--- config.mk ---
export PLATFORM = sky130hd
export DESIGN_NAME = ivr_mul
export DESIGN_NICKNAME = d
export VERILOG_FILES = /design/src/rtl/ivr_pkg.sv /design/src/rtl/ivr_mul.sv
export SDC_FILE = /design/constraint.sdc
export NUM_CORES = 2
export LEC_CHECK = 0
export ABC_AREA = 1
export BUFFER_PORTS_ARGS = -buffer_cell sky130_fd_sc_hd__clkbuf_2
export CAP_MARGIN = 20
export CORE_UTILIZATION = 67
export DETAILED_ROUTE_END_ITERATION = 12
export PLACE_DENSITY = 0.88
export REMOVE_ABC_BUFFERS = 1
export SYNTH_ARGS = -nofsm -noshare
export SYNTH_HDL_FRONTEND = slang
export SYNTH_SLANG_ARGS = --single-unit
--- constraint.sdc ---
create_clock -name clk_i -period 9.7 [get_ports clk_i]
set_clock_uncertainty 0.15 [all_clocks]
set_input_delay 0.97 -clock clk_i [delete_from_list [all_inputs] [get_ports clk_i]]
set_output_delay 0.97 -clock clk_i [all_outputs]
set_load 0.02 [all_outputs]
--- src/rtl/ivr_pkg.sv ---
// Shared types and constants for the isokinetic velocity rescaler.
package ivr_pkg;

  // Operation codes carried with each request.
  typedef enum logic [1:0] {
    OP_ACC  = 2'd0,
    OP_FIN  = 2'd1,
    OP_RSC  = 2'd2,
    OP_NONE = 2'd3
  } ivr_op_e;

  // Reset values of the programmable and held state.
  localparam logic [31:0] HALF_DT_RESET = 32'h0080_0000;
  localparam logic [31:0] SCALE_ONE     = 32'h1000_0000;

  // ln 2 in Q.32 and the exponent offset of 35 * ln 2.
  localparam logic [31:0] LN2_Q32      = 32'd2977044472;
  localparam logic [36:0] Z_OFFSET     = 37'd104196556520;
  // Cap on the exponent magnitude (24.0) and the upper exponent limit (3.0).
  localparam logic [37:0] X_CAP        = 38'd24 << 32;
  localparam logic [37:0] Y_HIGH       = 38'd3 << 32;
  localparam logic [5:0]  SHIFT_BASE   = 6'd39;
  localparam logic [3:0]  TAYLOR_TERMS = 4'd14;
  localparam logic [2:0]  RED_TOP      = 3'd5;

  // Widths of the shared units.
  localparam int unsigned MUL_W   = 34;
  localparam int unsigned DVD_W   = 96;
  localparam int unsigned DVS_W   = 58;
  localparam int unsigned QUOT_W  = 38;
  localparam int unsigned STEP_W  = 7;

  // Control word handed to the divider.
  typedef struct packed {
    logic              start;
    logic              cap;
    logic [STEP_W-1:0] steps;
  } ivr_div_ctl_t;

endpackage

--- src/rtl/ivr_mul.sv ---
// Shared signed multiplier with a registered product.
module ivr_mul (
  input  logic                               clk_i,
  input  logic signed [ivr_pkg::MUL_W-1:0]   a_i,
  input  logic signed [ivr_pkg::MUL_W-1:0]   b_i,
  output logic signed [2*ivr_pkg::MUL_W-1:0] p_o
);
  import ivr_pkg::*;

  logic signed [2*MUL_W-1:0] p_q;

  // One product per cycle, registered before any use.
  always_ff @(posedge clk_i) begin
    p_q <= a_i * b_i;
  end

  assign p_o = p_q;

endmodule

Yosys cells after proc, flatten, opt, wreduce, memory -nomap -nowiden
Index checks and enable logic that the tools add are counted.
{"block": "totals", "reg_bits": 68, "inputBits": 69}
{"block": "op_classes", "n_mul": 1}
{"operator": "$mul 34x34->68", "count": 1}

Logic depth before layout (Yosys ltp)
{"block": "depth", "ltp_word": 1, "mapped_depth": 35}

Worst setup path after synthesis
Ideal clock, no wire load.
{"block": "synth_timing", "path_kind": "input to register", "startpoint": "in a_i[33] (netlist name)", "endpoint": "reg p_q[66] (netlist: p_o[66])", "setup_ps": 112, "arrival_ps": 7681, "t_required_ps": 9438, "setup_slack_ps": 1757, "path_stages": 24, "cell_sequence": "clkbuf_1 > clkbuf_1 > nand2_1 > inv_1 > fa_1 > fa_1 > fa_1 > fa_1 > inv_1 > fa_1 > fa_1 > inv_1 > fa_1 > fa_1 > ha_1 > nand2_1 > nor2_1 > inv_1 > nor2_2 > nand2_1 > nor3_1 > nand2_2 > nand3_1 > nand2_1"}
{"block": "synth_between", "elab_chain_cells": 1}
{"item": "from (decl)", "line_no": "ivr_mul.sv:4", "rtl": "input logic signed [ivr_pkg::MUL_W-1:0] a_i,"}
{"item": "$mul 34x34->68", "line_no": "ivr_mul.sv:14", "rtl": "p_q <= a_i * b_i;"}
{"item": "to (signal assigned)", "line_no": "ivr_mul.sv:14"}
{"item": "to (decl)", "line_no": "ivr_mul.sv:10", "rtl": "logic signed [2*MUL_W-1:0] p_q;"}
No other way between the ends.

Final worst setup path
{"block": "layout_timing", "startpoint": "in a_i[33] (netlist name)", "endpoint": "reg p_q[62] (netlist: p_o[62])"}
Same word-level chain as after synthesis.

==> results.cfg <==
[global_routing]
grt_pass1_vias = 41690
grt_usage_pct = 39.53
gr-total-overflow = 0
grt_start_max_net_pins = 35
antenna_found_initial = 7
grt_pass1_wl_um = 212700

[worst_setup_path]
crit_path_max_fanout = 18
start_kind = input pin
cp_slowest_cell = fa_1
startpoint = a_i[33]
crit_required_ns = 9.83
critPathCapture = p_o[62]
cpPeakStageDelay_ns = 1.22
critical_path_class = input pin to register
critPathArrivalTime_ns = 8.53
cp_common_cell = fa_1
end_kind = register

[floorplanning]
die_area_um2 = 70040
initial_core_util_pct = 68.22
die_h_um = 264.7
core_area_um2 = 67750
num_rows = 95
fp.dieW_um = 264.7
io_pins = 137

[clocking]
cts_tree = built
clk_pin_slew_worst_paths_ns = 0.07
root_buffer = clkbuf_16
ctsHoldBuffers = 0
cts_made_buffers = 9
clkSinkCount = 68
cts_setup_buffers = 0
post_cts_resized = 0
cts_buffer_depth = 2
h-tree-depth = 3

[logic_synthesis]
synth_top_area_cell = fa_1
synth_edf_count = 0
synthArstFlopShare_pct = 0
synth.avg_cell_area_um2 = 7.740
synth_top_area_share_pct = 53.75
synth_warnings = 0
ys_ff_latch = 68
synth_area_um2 = 46220
ys_top_cells_by_count = inv_1, nand2_1, fa_1
synthCells = 5972
synth.distinct_cells = 32
yosysMostFrequentCell = inv_1
ys.flop_type = dfxtp_1
ys_seq_area_share_pct = 2.945
synth.area.top_cells = fa_1, inv_1, nand2_1, ha_1, dfxtp_1

[routing]
routed_wirelength_um = 129700
post-route-drc-count = 0
drtIter0Drc = 3141
wl_per_cell_um = 19.12
via_per_inst = 5.422
vias = 36790
ant_nets = 0
drt_first_pass_iters = 6

[timing]
layout_min_cycle_time_ns = 8.404
tns_ns = 0
fin_crit_sh_pct = 86.64
fmax_ghz = 0.1190
setup_violations = 0
drv_slew = 0
hold_viol = 0
relSlewSlack_pct = 21.30
rsz0062_at_grt = no
tightest_slew_ns = 1.181

[placement]
gp_congestion = 1.048
dpl.cell_count = 6763
place_hpwl_um = 110300
io_buffers = 136

[min_path]
holdCritPathClass = input pin to register
hold_start = b_i[0]

[status]
status = finished, final reports clean

[flow_run]
maxCapViolCount = 0

[final_layout]
largest_reg_flops = 68
nNetsFinal = 7415
fillerInstances = 5020
syn2layout_area_growth_pct = 3.267
drive_above_1_share_pct = 4.487
finalNonFillerCells = 6785
==> routing by layer <==
layer | routed length (µm) | GRT usage (%) | vias to the layer above
li1 | - | - | 15870
met1 | 45660 | 47.25 | 18230
met2 | 63150 | 66.80 | 2051
met3 | 12310 | 7.822 | 639
met4 | 8597 | 23.29 | 2
met5 | 13 | 0 | -
==> worst max-delay path: cells and delay by family <==
kind | cells | cell delay [ns]
fa+ha+maj | 9 | 5.34
buf+inv | 7 | 0.94
simple gates | 9 | 1.21
==> how the worst min path moves through the flow <==
stage	endpoint	slack, ns	cells past startpoint
4_1_cts	p_o[0]	1.13	4
2_1_floorplan	p_o[0]	0.91	2
6_report	p_o[0]	1.19	4
3_5_place_dp	p_o[40]	1.24	1
3_3_place_gp	p_o[38]	1.23	1
5_1_grt	p_o[0]	1.16	4
==> per-stage QoR <==
stage / area (µm²) / hold WS [ns] / util (%) / worst slack [ns]
3_3_place_gp: 47380 / 1.234 / 69.93 / 1.114
5_1_grt: 47730 / 1.164 / 70.45 / 0.7301
6_report: 47730 / 1.188 / 70.45 / 1.296
3_5_place_dp: 47380 / 1.236 / 69.93 / 0.8960
4_1_cts: 47720 / 1.134 / 70.43 / 1.271
2_1_floorplan: 45210 / 0.9135 / - / 2.177
==> area by class of cell <==
class | instances | area, µm² | share of cell area [%]
antenna | 6 | 15.01 | 0.03145
clock buffer | 10 | 229.0 | 0.4797
clock inverter | 6 | 112.6 | 0.2359
inverter | 2119 | 7954 | 16.66
multi-input combinational | 3514 | 35890 | 75.19
sequential | 68 | 1361 | 2.852
tap | 873 | 1092 | 2.288
timing repair buffer | 189 | 1079 | 2.259
==> cells by family after synthesis <==
group / count (synthesis) / synth area share (%)
buffers and inverters: 2390 / 19.41
XOR/XNOR: 35 / 0.6632
AND/OR/NAND/NOR: 1939 / 16.58
AO/OA/AOI/OAI: 95 / 1.131
flip-flops: 68 / 2.945
adder cells (fa/ha/maj): 1445 / 59.27
==> cell usage in the layout, fill, tap and decap left out, types with 2 or more instances in the layout <==
cell	synthesis	final
nor2_1	115	115
nor3_1	15	15
nor3_4	2	2
bufinv_16	0	3
ha_1	204	204
nand3b_1	3	3
o21ai_0	18	18
buf_4	0	53
nand3_1	70	70
nand2_1	1661	1661
dfxtp_1	68	68
xor2_1	33	33
nand4_1	19	19
xnor2_1	2	2
o21bai_1	11	11
nand3_2	7	7
diode_2	0	6
or2_2	8	8
a21oi_2	4	4
clkinv_4	0	2
nor3_2	5	5
inv_1	2116	2116
a21oi_1	59	59
nand2_4	2	2
nor2_2	9	9
nand2_2	20	20
inv_2	3	3
clkbuf_16	0	9
fa_1	1241	1241
clkbuf_2	0	136
Power is left out: the tool's default activity adds up to more than one toggle a clock period on the data nets, which glitch-free logic cannot reach.
