===== config.mk =====
export PLATFORM = sky130hd
export DESIGN_NAME = ivr_div
export DESIGN_NICKNAME = d
export VERILOG_FILES = /design/src/rtl/ivr_pkg.sv /design/src/rtl/ivr_div.sv
export SDC_FILE = /design/constraint.sdc
export NUM_CORES = 1
export LEC_CHECK = 0
export BUFFER_PORTS_ARGS = -buffer_cell sky130_fd_sc_hd__buf_4
export CORE_ASPECT_RATIO = 1.5
export CORE_MARGIN = 4
export CORE_UTILIZATION = 43
export CTS_CLUSTER_SIZE = 30
export DETAILED_ROUTE_END_ITERATION = 10
export GPL_TIMING_DRIVEN = 0
export PLACE_DENSITY = 0.62
export SYNTH_ARGS = -nofsm -noshare
export SYNTH_HDL_FRONTEND = slang
export SYNTH_SLANG_ARGS = --single-unit

===== constraint.sdc =====
create_clock -name clk_i -period 8.1 [get_ports clk_i]
set_input_delay 0 -clock clk_i [delete_from_list [all_inputs] [get_ports clk_i]]
set_output_delay 0 -clock clk_i [all_outputs]
set_load 0.02 [all_outputs]

===== src/rtl/ivr_pkg.sv =====
// Shared types and constants for the isokinetic velocity rescaler.
package ivr_pkg;

  // Operation codes carried with each request.
  typedef enum logic [1:0] {
    OP_ACC  = 2'd0,
    OP_FIN  = 2'd1,
    OP_RSC  = 2'd2,
    OP_NONE = 2'd3
  } ivr_op_e;

  // Reset values of the programmable and held state.
  localparam logic [31:0] HALF_DT_RESET = 32'h0080_0000;
  localparam logic [31:0] SCALE_ONE     = 32'h1000_0000;

  // ln 2 in Q.32 and the exponent offset of 35 * ln 2.
  localparam logic [31:0] LN2_Q32      = 32'd2977044472;
  localparam logic [36:0] Z_OFFSET     = 37'd104196556520;
  // Cap on the exponent magnitude (24.0) and the upper exponent limit (3.0).
  localparam logic [37:0] X_CAP        = 38'd24 << 32;
  localparam logic [37:0] Y_HIGH       = 38'd3 << 32;
  localparam logic [5:0]  SHIFT_BASE   = 6'd39;
  localparam logic [3:0]  TAYLOR_TERMS = 4'd14;
  localparam logic [2:0]  RED_TOP      = 3'd5;

  // Widths of the shared units.
  localparam int unsigned MUL_W   = 34;
  localparam int unsigned DVD_W   = 96;
  localparam int unsigned DVS_W   = 58;
  localparam int unsigned QUOT_W  = 38;
  localparam int unsigned STEP_W  = 7;

  // Control word handed to the divider.
  typedef struct packed {
    logic              start;
    logic              cap;
    logic [STEP_W-1:0] steps;
  } ivr_div_ctl_t;

endpackage


===== src/rtl/ivr_div.sv =====
// Restoring divider that yields one quotient bit per cycle, with an optional cap.
module ivr_div (
  input  logic                         clk_i,
  input  logic                         rst_ni,
  input  ivr_pkg::ivr_div_ctl_t        ctl_i,
  input  logic [ivr_pkg::DVD_W-1:0]    dividend_i,
  input  logic [ivr_pkg::DVS_W-1:0]    divisor_i,
  output logic                         done_o,
  output logic [ivr_pkg::QUOT_W-1:0]   quot_o
);
  import ivr_pkg::*;

  logic [DVS_W-1:0]  rem_q;
  logic [DVD_W-1:0]  num_q;
  logic [DVS_W-1:0]  dvs_q;
  logic [QUOT_W-1:0] quo_q;
  logic [STEP_W-1:0] cnt_q;
  logic              cap_q;
  logic              done_q;

  logic [DVS_W:0]    rem_shift;
  logic              ge;
  logic [DVS_W:0]    rem_sub;
  logic [QUOT_W-1:0] quo_shift;
  logic [QUOT_W-1:0] quo_d;

  // One restoring step: bring in the next dividend bit and try a subtract.
  always_comb begin
    rem_shift = {rem_q, num_q[DVD_W-1]};
    ge        = rem_shift >= {1'b0, dvs_q};
    rem_sub   = rem_shift - {1'b0, dvs_q};
    quo_shift = {quo_q[QUOT_W-2:0], ge};
    if (cap_q && (quo_shift > X_CAP)) begin
      quo_d = X_CAP;
    end else begin
      quo_d = quo_shift;
    end
  end

  // Step counter and the working registers.
  always_ff @(posedge clk_i or negedge rst_ni) begin
    if (!rst_ni) begin
      cnt_q  <= '0;
      done_q <= 1'b0;
      rem_q  <= '0;
      num_q  <= '0;
      dvs_q  <= '0;
      quo_q  <= '0;
      cap_q  <= 1'b0;
    end else begin
      done_q <= 1'b0;
      if (ctl_i.start) begin
        cnt_q <= ctl_i.steps;
        cap_q <= ctl_i.cap;
        rem_q <= '0;
        quo_q <= '0;
        num_q <= dividend_i;
        dvs_q <= divisor_i;
      end else if (cnt_q != '0) begin
        rem_q <= ge ? rem_sub[DVS_W-1:0] : rem_shift[DVS_W-1:0];
        quo_q <= quo_d;
        num_q <= {num_q[DVD_W-2:0], 1'b0};
        cnt_q <= cnt_q - 1'b1;
        if (cnt_q == STEP_W'(1)) begin
          done_q <= 1'b1;
        end
      end
    end
  end

  assign done_o = done_q;
  assign quot_o = quo_q;

endmodule


Yosys cells after proc, flatten, opt, wreduce, memory -nomap -nowiden
Index checks and enable logic that the tools add are counted.
{"block": "totals", "regBits": 259}
{"block": "op_classes", "n_addsub": 2, "magnitude_cmp": 2, "n_eq_ne": 1, "n_mux": 13, "reduce_logical": 3}
{"cell": "$mux W96", "count": 2}
{"cell": "$mux W58", "count": 3}
{"cell": "$mux W38", "count": 3}
{"cell": "$ge A59 B58 Y1", "count": 1}
{"cell": "$sub A58 B58 Y58", "count": 1}
{"cell": "$gt A38 B37 Y1 const B", "count": 1}
{"cell": "$mux W7", "count": 2}
{"cell": "$eq A7 B1 Y1 const B", "count": 1}
{"cell": "$reduce_bool A7 Y1", "count": 1}
{"cell": "$sub A7 B1 Y7 const B", "count": 1}
{"cell": "$mux W1", "count": 3}
{"cell": "$reduce_bool A2 Y1", "count": 1}
{"cell": "$logic_and A1 B1 Y1", "count": 1}

Logic depth before layout (Yosys ltp)
Gate-level depths: netlist of the first run.
{"block": "depth", "word_depth": 6, "mapped_depth": 13}

Worst setup path before layout of the first run
OpenSTA, ideal clock, no wires.
{"block": "synth_path", "path_type": "register to register", "start": "register rem_q[32]", "end": "register rem_q[47]", "setup_time_ns": 0.099, "t_arrival_ns": 3.114, "required_ns": 8.001, "path_slack_ns": 4.887, "stages_incl_launch_ff": 11, "path_buffers": 1, "period_less_slack_ns": 3.213, "path_cell_list": "dfrtp_1 -> ha_1 -> buf_4 -> nand4_2 -> or2_1 -> a2111o_1 -> a31o_2 -> a2111oi_4 -> nor2_2 -> or4_1 -> a311oi_1"}
{"block": "synth_between", "elab_chain_len": 4}
{"element": "from (decl)", "line": "ivr_div.sv:13", "rtl": "logic [DVS_W-1:0] rem_q;"}
{"element": "from (signal assigned)", "line": "ivr_div.sv:60", "rtl": "rem_q <= ge ? rem_sub[DVS_W-1:0] : rem_shift[DVS_W-1:0];"}
{"element": "$sub A58 B58 Y58 or $ge A59 B58 Y1 (tied branches)", "line": "ivr_div.sv:31, ivr_div.sv:30"}
{"element": "$mux W58 (*)", "line": "ivr_div.sv:60"}
{"element": "$mux W58 (*)", "line": "ivr_div.sv:59", "rtl": "end else if (cnt_q != '0) begin"}
{"element": "$mux W58 (*)", "line": "ivr_div.sv:52", "rtl": "if (ctl_i.start) begin"}
Mark *: on every way between the ends. The rest lies on a longest branch, timed or not. The select of a mux whose other input is x is not followed.
A chain may end at the register's enable or synchronous reset.

Worst setup path in the final report of the first run
{"block": "layout_path", "start": "register rem_q[19]", "end": "register rem_q[26]"}
Same word-level chain as after synthesis.

==> results.py, run 1 <==
metrics = {
    "layout": {
        "fin_util_pct": 57.8,
        "drive_above_1_share_pct": 13.6,
        "layout_common_cells": "nand2_1, dfrtp_1, o21ai_0",
        "layout_commonest_cell": "nand2_1",
        "multi_input_area_sq_um": 7840,
        "n_fill_cell": 3057,
        "seqCellArea_sq_um": 6480,
        "final_nets": 2315,
        "instances_no_fill": 2578,
        "area_growth_pct": 32.2,
    },
    "routing": {
        "drc": 0,
        "antenna_left": 0,
        "drtPass1Iterations": 5,
        "vias_per_cell": 5.49,
        "drtIter0Drc": 961,
        "wl_per_cell_um": 18.9,
        "wl_um": 48800,
        "vias": 14148,
    },
    "cts": {
        "clkSlewWorstSetupHoldPaths_ns": 0.07,
        "cts_setup_buffers": 0,
        "ctsResizeCount": 0,
        "cts.sinks": 259,
        "cts_tree": "yes",
        "postCtsHoldBufs": 165,
        "cts_root_buf": "clkbuf_16",
        "cts_buffers": 28,
        "clockBufferDepth": 3,
        "insertion_delay_ns": 0.58,
        "h-tree-depth": 1,
    },
    "timing": {
        "period_minus_slack_ns": 4.40,
        "slew_viol_final": 0,
        "relSlewSlack_pct": 22.1,
        "fmax_mhz": 227,
        "rsz0062_at_grt": "false",
        "skew_ns": 0.0158,
        "hold_violations": 0,
        "worst_pin_slew_ns": 1.14,
        "finalCritPeriodShare_pct": 54.3,
        "tns_ns": 0,
        "finalSetupViolCount": 0,
    },
    "yosys": {
        "ys_seq_area_share_pct": 43.1,
        "synth_nets": 1915,
        "synth_cell_types": 70,
        "synth_edf_count": 0,
        "yosys_most_used_dff": "dfrtp_1",
        "synthCells": 1688,
        "syn_avg_cell_area_sq_um": 8.91,
        "ys_seq_elements": 259,
        "syn_area_sq_um": 15000,
        "yosysWarningCount": 0,
        "synthArstFlopShare_pct": 100,
    },
    "placement": {
        "portBuffers": 203,
        "gp_congestion": 0.943,
        "hpwl_um": 35000,
        "place_inst": 2360,
    },
    "setup_path": {
        "worstSetupEndpointType": "flop",
        "path_class": "reg2reg",
        "crit_arrival_ns": 4.84,
        "critPathRequiredTime_ns": 8.54,
        "cp_max_fo": 10,
        "cp-start-kind": "flop",
    },
    "power": {
        "ir_drop_v": 0.000213,
        "intPower_w": 0.00326,
        "power.density_nw_per_um2": 276,
        "switching_share_pct": 40.6,
        "power.switching_w": 0.00223,
        "combPwrFrac_pct": 45.3,
        "pwr-share-clk_pct": 24.9,
        "p_seq_share_pct": 29.8,
        "leakage_nw": 9.73,
    },
    "floorplanning": {
        "io_pins": 204,
        "rows": 83,
        "start_util_pct": 43.7,
        "core_sq_um": 34400,
        "die_area_sq_um": 38100,
        "die_h_um": 237,
        "die_w_um": 161,
    },
    "global_route": {
        "grt_pass1_vias": 14838,
        "antenna_found_initial": 2,
        "grt_first_pass_wirelength_um": 78300,
        "grt-ovfl-total": 0,
        "grt_max_degree": 109,
        "grtUsageTotal_pct": 25.2,
    },
    "hold_path": {
        "hp-class": "in2reg",
    },
    "outcome": {
        "status": "finished, final reports clean",
    },
    "job": {
        "max_cap_viol_count": 0,
    },
}
==> cell usage after synthesis (5+ instances only) <==
cell type	count	area, sq um
o31ai_1	10	75.1
nand2b_1	8	50.1
buf_4	5	37.5
mux2_2	5	56.3
and3_1	14	87.6
dfrtp_1	259	6480
inv_1	73	274
ha_1	61	763
a21oi_1	71	355
nand2_1	302	1130
nor2b_1	9	56.3
o21a_1	6	45.0
mux2i_1	107	1070
a2111o_1	5	56.3
nand3_1	25	125
a32oi_1	9	78.8
xnor2_1	32	280
a31oi_1	9	56.3
buf_1	10	37.5
clkbuf_1	86	323
xor2_1	20	175
buf_2	8	40.0
nor2_1	96	360
a311oi_1	38	333
a21o_1	18	135
o21ai_0	212	1060
a211oi_1	14	105
or3_1	7	43.8
and2_1	7	43.8
o21bai_1	9	67.6
o211ai_1	10	75.1
nor4_1	13	81.3
nor3_1	15	75.1
nand4_1	13	81.3
a22o_1	34	298
==> state kept, by name (all words and copies together), names as in the netlist <==
name and flops:
rem_q 58, done_o 1, quot_o 38, cnt_q 7, num_q 96, cap_q 1
dvs_q 58
==> metal layers <==
metal / vias to the layer above / track usage (%) / routed length, um
li1: 6806 / - / -
met1: 6844 / 29.7 / 19300
met2: 393 / 46.9 / 25700
met3: 105 / 2.25 / 1870
met4: 0 / 9.94 / 1910
met5: - / 0 / 0
==> worst max-delay path, stage by stage (launching register included) <==
cell and delay (ns):
dfrtp_1 0.40, ha_1 0.28, clkbuf_2 0.17, nand4_1 0.23
nor4b_2 0.35, a32o_1 0.16, a21oi_1 0.13, a31o_2 0.36
a2111o_1 0.55, nand2_2 0.36, clkbuf_1 0.71, nand2_1 0.11
a311oi_1 0.44
==> per-stage QoR <==
| step | hold WS [ns] | worst slack [ns] | total power, W | cell area (sq um) |
|---|---|---|---|---|
| after floorplan | -0.296 | 4.89 | 0.00333 | 15000 |
| after global placement | 0.208 | 3.71 | 0.00402 | 17100 |
| after detailed placement | -0.0265 | 3.73 | 0.00405 | 17200 |
| after CTS | 0.0737 | 3.73 | 0.00550 | 19900 |
| after global routing | 0.0962 | 3.48 | 0.00586 | 19900 |
| final | 0.118 | 3.70 | 0.00549 | 19900 |
==> power groups by stage <==
stage / logic (W) / clock network, W / registers, W
after floorplan: 0.00171 / 0 / 0.00162
after global placement: 0.00237 / 0 / 0.00165
after detailed placement: 0.00239 / 0 / 0.00166
after CTS: 0.00247 / 0.00140 / 0.00164
after global routing: 0.00275 / 0.00145 / 0.00166
final: 0.00249 / 0.00137 / 0.00164
==> layout make-up <==
class                      instances  area share, %
timing repair buffer             370           16.4
sequential                       259           32.6
clock inverter                    14           1.00
clock buffer                      37           4.00
buffer                           110           2.23
tap                              467           2.94
inverter                          73           1.38
antenna                            2         0.0252
multi-input combinational       1246           39.4
==> cells by family after synthesis <==
family	after synthesis	synth area share, %
simple gates	534	15.6
buf+inv	183	4.77
compound gates	486	20.8
xor+xnor	52	3.03
mux	112	7.50
flops	259	43.1
fa+ha+maj	62	5.21
==> worst paths after layout <==
kind / to / from / slack [ns] / depth (start not counted)
max: rem_q[26] / rem_q[19] / 3.70 / 12
min: rem_q[44] / ctl_i[8] / 0.12 / 4
max reg2reg: rem_q[26] / rem_q[19] / 3.70 / 12
min reg2reg: rem_q[15] / rem_q[15] / 0.52 / 2
max in group asynchronous: quot_o[11] / rst_ni / 6.51 / 5
min in group asynchronous: rem_q[46] / rst_ni / 0.40 / 3
No activity file was read; power rests on OpenSTA's default activity.
==> inputs of run 2 (changes only) <==
==> constraint.sdc (replaced) <==
create_clock -name clk_i -period 4.5 [get_ports clk_i]
set_input_delay 0 -clock clk_i [delete_from_list [all_inputs] [get_ports clk_i]]
set_output_delay 0 -clock clk_i [all_outputs]
set_load 0.02 [all_outputs]
==> results.py, run 2 (synthesis results as in run 1) <==
metrics = {
    "setup_path": {
        "cp_max_fo": 10,
        "worstSetupEndpointType": "flop",
        "reg2reg_depth": 11,
        "cp-start-kind": "flop",
        "critPathRequiredTime_ns": 4.97,
        "path_class": "reg2reg",
        "crit_arrival_ns": 4.63,
        "r2r_slack_ns": 0.34,
        "r2r_start": "rem_q[2]",
        "cp-startpoint": "rem_q[2]",
    },
    "cts": {
        "cts_root_buf": "clkbuf_16",
        "clockBufferDepth": 3,
        "h-tree-depth": 1,
        "cts_buffers": 28,
        "cts_tree": "yes",
        "cts.sinks": 259,
        "cts_setup_buffers": 0,
        "insertion_delay_ns": 0.58,
        "clkSlewWorstSetupHoldPaths_ns": 0.07,
    },
    "routing": {
        "antenna_left": 0,
        "drtIter0Drc": 1030,
        "drc": 0,
        "vias": 14195,
        "drtPass1Iterations": 6,
        "wl_per_cell_um": 19.0,
        "wl_um": 48900,
        "vias_per_cell": 5.51,
    },
    "global_route": {
        "grt_max_degree": 109,
        "grtUsageTotal_pct": 25.2,
        "grt_first_pass_wirelength_um": 78300,
        "grt-ovfl-total": 0,
        "grt_pass1_vias": 14838,
        "antenna_found_initial": 2,
    },
    "floorplanning": {
        "start_util_pct": 43.7,
        "core_sq_um": 34400,
        "die_area_sq_um": 38100,
        "die_h_um": 237,
        "die_w_um": 161,
        "rows": 83,
        "io_pins": 204,
    },
    "layout": {
        "drive_above_1_share_pct": 13.7,
        "n_fill_cell": 3055,
        "seqCellArea_sq_um": 6480,
        "layout_common_cells": "nand2_1, dfrtp_1, o21ai_0",
        "layout_commonest_cell": "nand2_1",
        "fin_util_pct": 57.8,
        "area_growth_pct": 32.2,
        "largest_reg_flops": 96,
        "final_nets": 2315,
        "top_regs": "num_q x96, dvs_q x58, rem_q x58",
        "regMostFlops": "num_q",
        "multi_input_area_sq_um": 7840,
        "final_area_sq_um": 19900,
    },
    "placement": {
        "hpwl_um": 35000,
        "portBuffers": 203,
        "place_area_sq_um": 17200,
        "gp_congestion": 0.943,
    },
    "timing": {
        "tns_ns": 0,
        "fmax_mhz": 240,
        "worst_pin_slew_ns": 1.12,
        "finalSetupViolCount": 0,
        "rsz0062_at_grt": "false",
        "period_minus_slack_ns": 4.16,
        "slew_viol_final": 0,
        "whs_ns": 0.114,
        "hold_violations": 0,
        "relSlewSlack_pct": 23.2,
        "finalCritPeriodShare_pct": 92.5,
        "skew_ns": 0.0133,
    },
    "hold_path": {
        "worstHoldStart": "ctl_i[8]",
        "hp-class": "in2reg",
        "worst_hold_path.num_cells": 4,
    },
    "power": {
        "leakage_nw": 9.74,
        "power.density_nw_per_um2": 498,
        "combPwrFrac_pct": 45.4,
        "ir_drop_v": 0.000383,
        "p_seq_share_pct": 29.8,
        "intPower_w": 0.00587,
        "switching_share_pct": 40.7,
        "power.switching_w": 0.00403,
        "pwr-share-clk_pct": 24.8,
    },
    "outcome": {
        "status": "finished, final reports clean",
    },
    "job": {
        "max_cap_viol_count": 0,
    },
}
-- run 2: critical path: stages (launching register included) --
cell	delay [ns]
dfrtp_1	0.41
ha_1	0.39
a21o_1	0.21
a21oi_1	0.28
a21oi_1	0.16
a21oi_1	0.54
a31o_2	0.32
a2111oi_4	0.13
nor2_2	0.45
clkbuf_1	0.71
nand2_1	0.13
a311oi_1	0.31
-- run 2: metal layers --
metal	up-vias	share of wire, %	track usage, %
met5	-	0	0
met2	416	52	46.9
li1	6806	-	-
met3	118	3.7	2.25
met1	6855	40	29.7
met4	0	4.2	9.94
-- run 2: final timing paths --
check	end
max	rem_q[32]
min	rem_q[44]
max reg2reg	rem_q[32]
min reg2reg	rem_q[15]
max in group asynchronous	quot_o[11]
min in group asynchronous	rem_q[46]
-- run 2: timing repair --
item,in CTS,in global routing
setup endpoints to repair,0,3
hold buffers,165,0
hold endpoints to repair,313,0
resized for setup,0,6
-- run 2: layout make-up --
class                   count  area share, %
flip-flops and latches    259           32.6
diodes                      2         0.0252
plain buffers             110           2.25
multi-input cells        1246           39.4
clock inverters            14           1.00
clock buffers              37           4.00
well taps                 467           2.94
inverters                  73           1.38
repair buffers            370           16.4
-- run 2: power groups by stage --
| stage | clock, W | sequential, W | combinational (W) |
|---|---|---|---|
| floorplan | 0 | 0.00292 | 0.00308 |
| global placement | 0 | 0.00297 | 0.00426 |
| detailed placement | 0 | 0.00298 | 0.00430 |
| CTS | 0.00252 | 0.00294 | 0.00445 |
| global route | 0.00261 | 0.00299 | 0.00496 |
| finish | 0.00246 | 0.00295 | 0.00450 |
-- run 2: per-stage QoR --
| step | cells | total power, W | setup WS (ns) |
|---|---|---|---|
| floorplan | 1688 | 0.00600 | 1.29 |
| global route | 2578 | 0.0106 | 0.0394 |
| finish | 2578 | 0.00990 | 0.337 |
| CTS | 2576 | 0.00991 | 0.134 |
| detailed placement | 2360 | 0.00728 | 0.129 |
| global placement | 2358 | 0.00723 | 0.106 |
==> inputs of run 3 (changes only) <==
==> constraint.sdc (replaced) <==
create_clock -name clk_i -period 4.5 [get_ports clk_i]
set_input_delay 1.35 -clock clk_i [delete_from_list [all_inputs] [get_ports clk_i]]
set_output_delay 1.35 -clock clk_i [all_outputs]
set_load 0.02 [all_outputs]
==> results.py, run 3 (synthesis results as in run 1) <==
metrics = {
    "routing": {
        "wl_um": 46000,
        "vias_per_cell": 5.54,
        "drtIter0Drc": 944,
        "drc": 0,
        "antenna_left": 0,
        "vias": 13357,
        "wl_per_cell_um": 19.1,
        "drtPass1Iterations": 5,
    },
    "layout": {
        "top_regs": "num_q x96, dvs_q x58, rem_q x58",
        "instances_no_fill": 2411,
        "largest_reg_flops": 96,
        "drive_above_1_share_pct": 14.8,
        "area_growth_pct": 21.1,
        "layout_common_cells": "nand2_1, dfrtp_1, o21ai_0",
        "regMostFlops": "num_q",
        "layout_commonest_cell": "nand2_1",
        "diodes": 0,
        "final_nets": 2150,
    },
    "placement": {
        "place_inst": 2360,
        "hpwl_um": 35000,
        "portBuffers": 203,
        "gp_congestion": 0.943,
    },
    "power": {
        "power.switching_w": 0.00398,
        "p_seq_share_pct": 30.2,
        "ir_drop_v": 0.000382,
        "leakage_nw": 9.04,
        "pwr-share-clk_pct": 25.2,
        "intPower_w": 0.00578,
        "combPwrFrac_pct": 44.7,
        "power.density_nw_per_um2": 536,
        "total_power_w": 0.00976,
        "switching_share_pct": 40.8,
    },
    "cts": {
        "clkSlewWorstSetupHoldPaths_ns": 0.07,
        "clockBufferDepth": 3,
        "cts_setup_buffers": 0,
        "h-tree-depth": 1,
        "postCtsHoldBufs": 0,
        "cts_root_buf": "clkbuf_16",
        "insertion_delay_ns": 0.58,
        "ctsResizeCount": 0,
        "cts_buffers": 28,
        "cts_tree": "yes",
        "cts.sinks": 259,
    },
    "setup_path": {
        "crit_chain": "ha_1 > a21o_1 > a21oi_1 > a21oi_1 > a21oi_1 > a31o_2 > a2111oi_4 > nor2_2 > clkbuf_1 > nand2_1 > a311oi_1",
        "critPathSlowestCell": "clkbuf_1",
        "cp-startpoint": "rem_q[2]",
        "worstSetupEndpointType": "flop",
        "crit_top_cell": "a21oi_1",
        "cpPeakStageDelay_ns": 0.69,
        "reg2reg_depth": 11,
        "r2r_start": "rem_q[2]",
        "crit_arrival_ns": 4.63,
        "critPathRequiredTime_ns": 4.96,
        "cp-start-kind": "flop",
        "r2r_end": "rem_q[36]",
        "path_class": "reg2reg",
        "cp_max_fo": 10,
        "r2r_slack_ns": 0.33,
    },
    "floorplanning": {
        "die_w_um": 161,
        "die_h_um": 237,
        "core_sq_um": 34400,
        "rows": 83,
        "start_util_pct": 43.7,
        "io_pins": 204,
        "die_area_sq_um": 38100,
    },
    "global_route": {
        "grt_pass1_vias": 13818,
        "grtUsageTotal_pct": 23.8,
        "grt_max_degree": 109,
        "antenna_found_initial": 0,
        "grt-ovfl-total": 0,
        "grt_first_pass_wirelength_um": 73700,
    },
    "timing": {
        "skew_ns": 0.0173,
        "hold_violations": 0,
        "finalSetupViolCount": 0,
        "relSlewSlack_pct": 22.8,
        "slew_viol_final": 0,
        "worst_pin_slew_ns": 1.13,
        "fmax_mhz": 240,
        "period_minus_slack_ns": 4.17,
        "rsz0062_at_grt": "false",
        "finalCritPeriodShare_pct": 92.6,
    },
    "hold_path": {
        "worst_hold_path.num_cells": 2,
        "whs_endpoint": "rem_q[15]",
        "worstHoldStart": "rem_q[15]",
        "hp-class": "reg2reg",
    },
    "outcome": {
        "status": "finished, final reports clean",
    },
    "job": {
        "max_cap_viol_count": 0,
    },
}
run 3: changes by cell type in the layout (fill, tap and decap cells not counted), sizes merged:
cell,previous run,this run
diode,2,0
dlygate4sd3,164,0
buf,228,227
run 3: worst max path at each step:
| stage | to | depth (start not counted) |
|---|---|---|
| finish | rem_q[36] | 11 |
| global route | rem_q[36] | 11 |
| CTS | rem_q[26] | 11 |
| detailed placement | rem_q[26] | 11 |
| global placement | quot_o[11] | 1 |
| floorplan | rem_q[47] | 10 |
run 3: metal layers:
metal	global-route usage, %	share of wire, %	vias to the layer above
met4	8.17	3.5	0
met3	2.59	4.1	84
li1	-	-	6472
met1	28.3	40	6465
met2	44.1	52	336
met5	0	0	-
run 3: cell type report:
| type | instances | area (sq um) |
|---|---|---|
| fill | 3286 | 16200 |
| multi-input combinational | 1246 | 7840 |
| sequential | 259 | 6480 |
| timing repair buffer | 205 | 1590 |
| clock buffer | 37 | 795 |
| tap | 467 | 584 |
| buffer | 110 | 448 |
| inverter | 73 | 274 |
| clock inverter | 14 | 199 |
run 3: power groups by stage:
| stage | combinational [W] | sequential [W] | clock [W] |
|---|---|---|---|
| 6_report | 0.00436 | 0.00295 | 0.00246 |
| 5_1_grt | 0.00483 | 0.00299 | 0.00261 |
| 4_1_cts | 0.00433 | 0.00294 | 0.00252 |
| 3_5_place_dp | 0.00430 | 0.00298 | 0 |
| 3_3_place_gp | 0.00426 | 0.00297 | 0 |
| 2_1_floorplan | 0.00308 | 0.00292 | 0 |
run 3: critical path, delay by kind of cell, from the launching register on:
kind	cells	cell delay (ns)
adder cells (fa/ha/maj)	1	0.39
buffers and inverters	1	0.69
flip-flops	1	0.41
AO/OA/AOI/OAI	7	1.99
AND/OR/NAND/NOR	2	0.57
run 3: stage by stage:
step / setup WS, ns / area (sq um) / TNS (ns) / utilization [%] / hold slack, ns
2_1_floorplan: 1.29 / 15000 / 0 / - / 0.473
3_3_place_gp: -0.110 / 17100 / -16.78 / 49.9 / 0.496
3_5_place_dp: 0.129 / 17200 / 0 / 50.1 / 0.502
4_1_cts: 0.134 / 18200 / 0 / 52.9 / 0.520
5_1_grt: 0.0394 / 18200 / 0 / 53.0 / 0.546
6_report: 0.332 / 18200 / 0 / 53.0 / 0.519
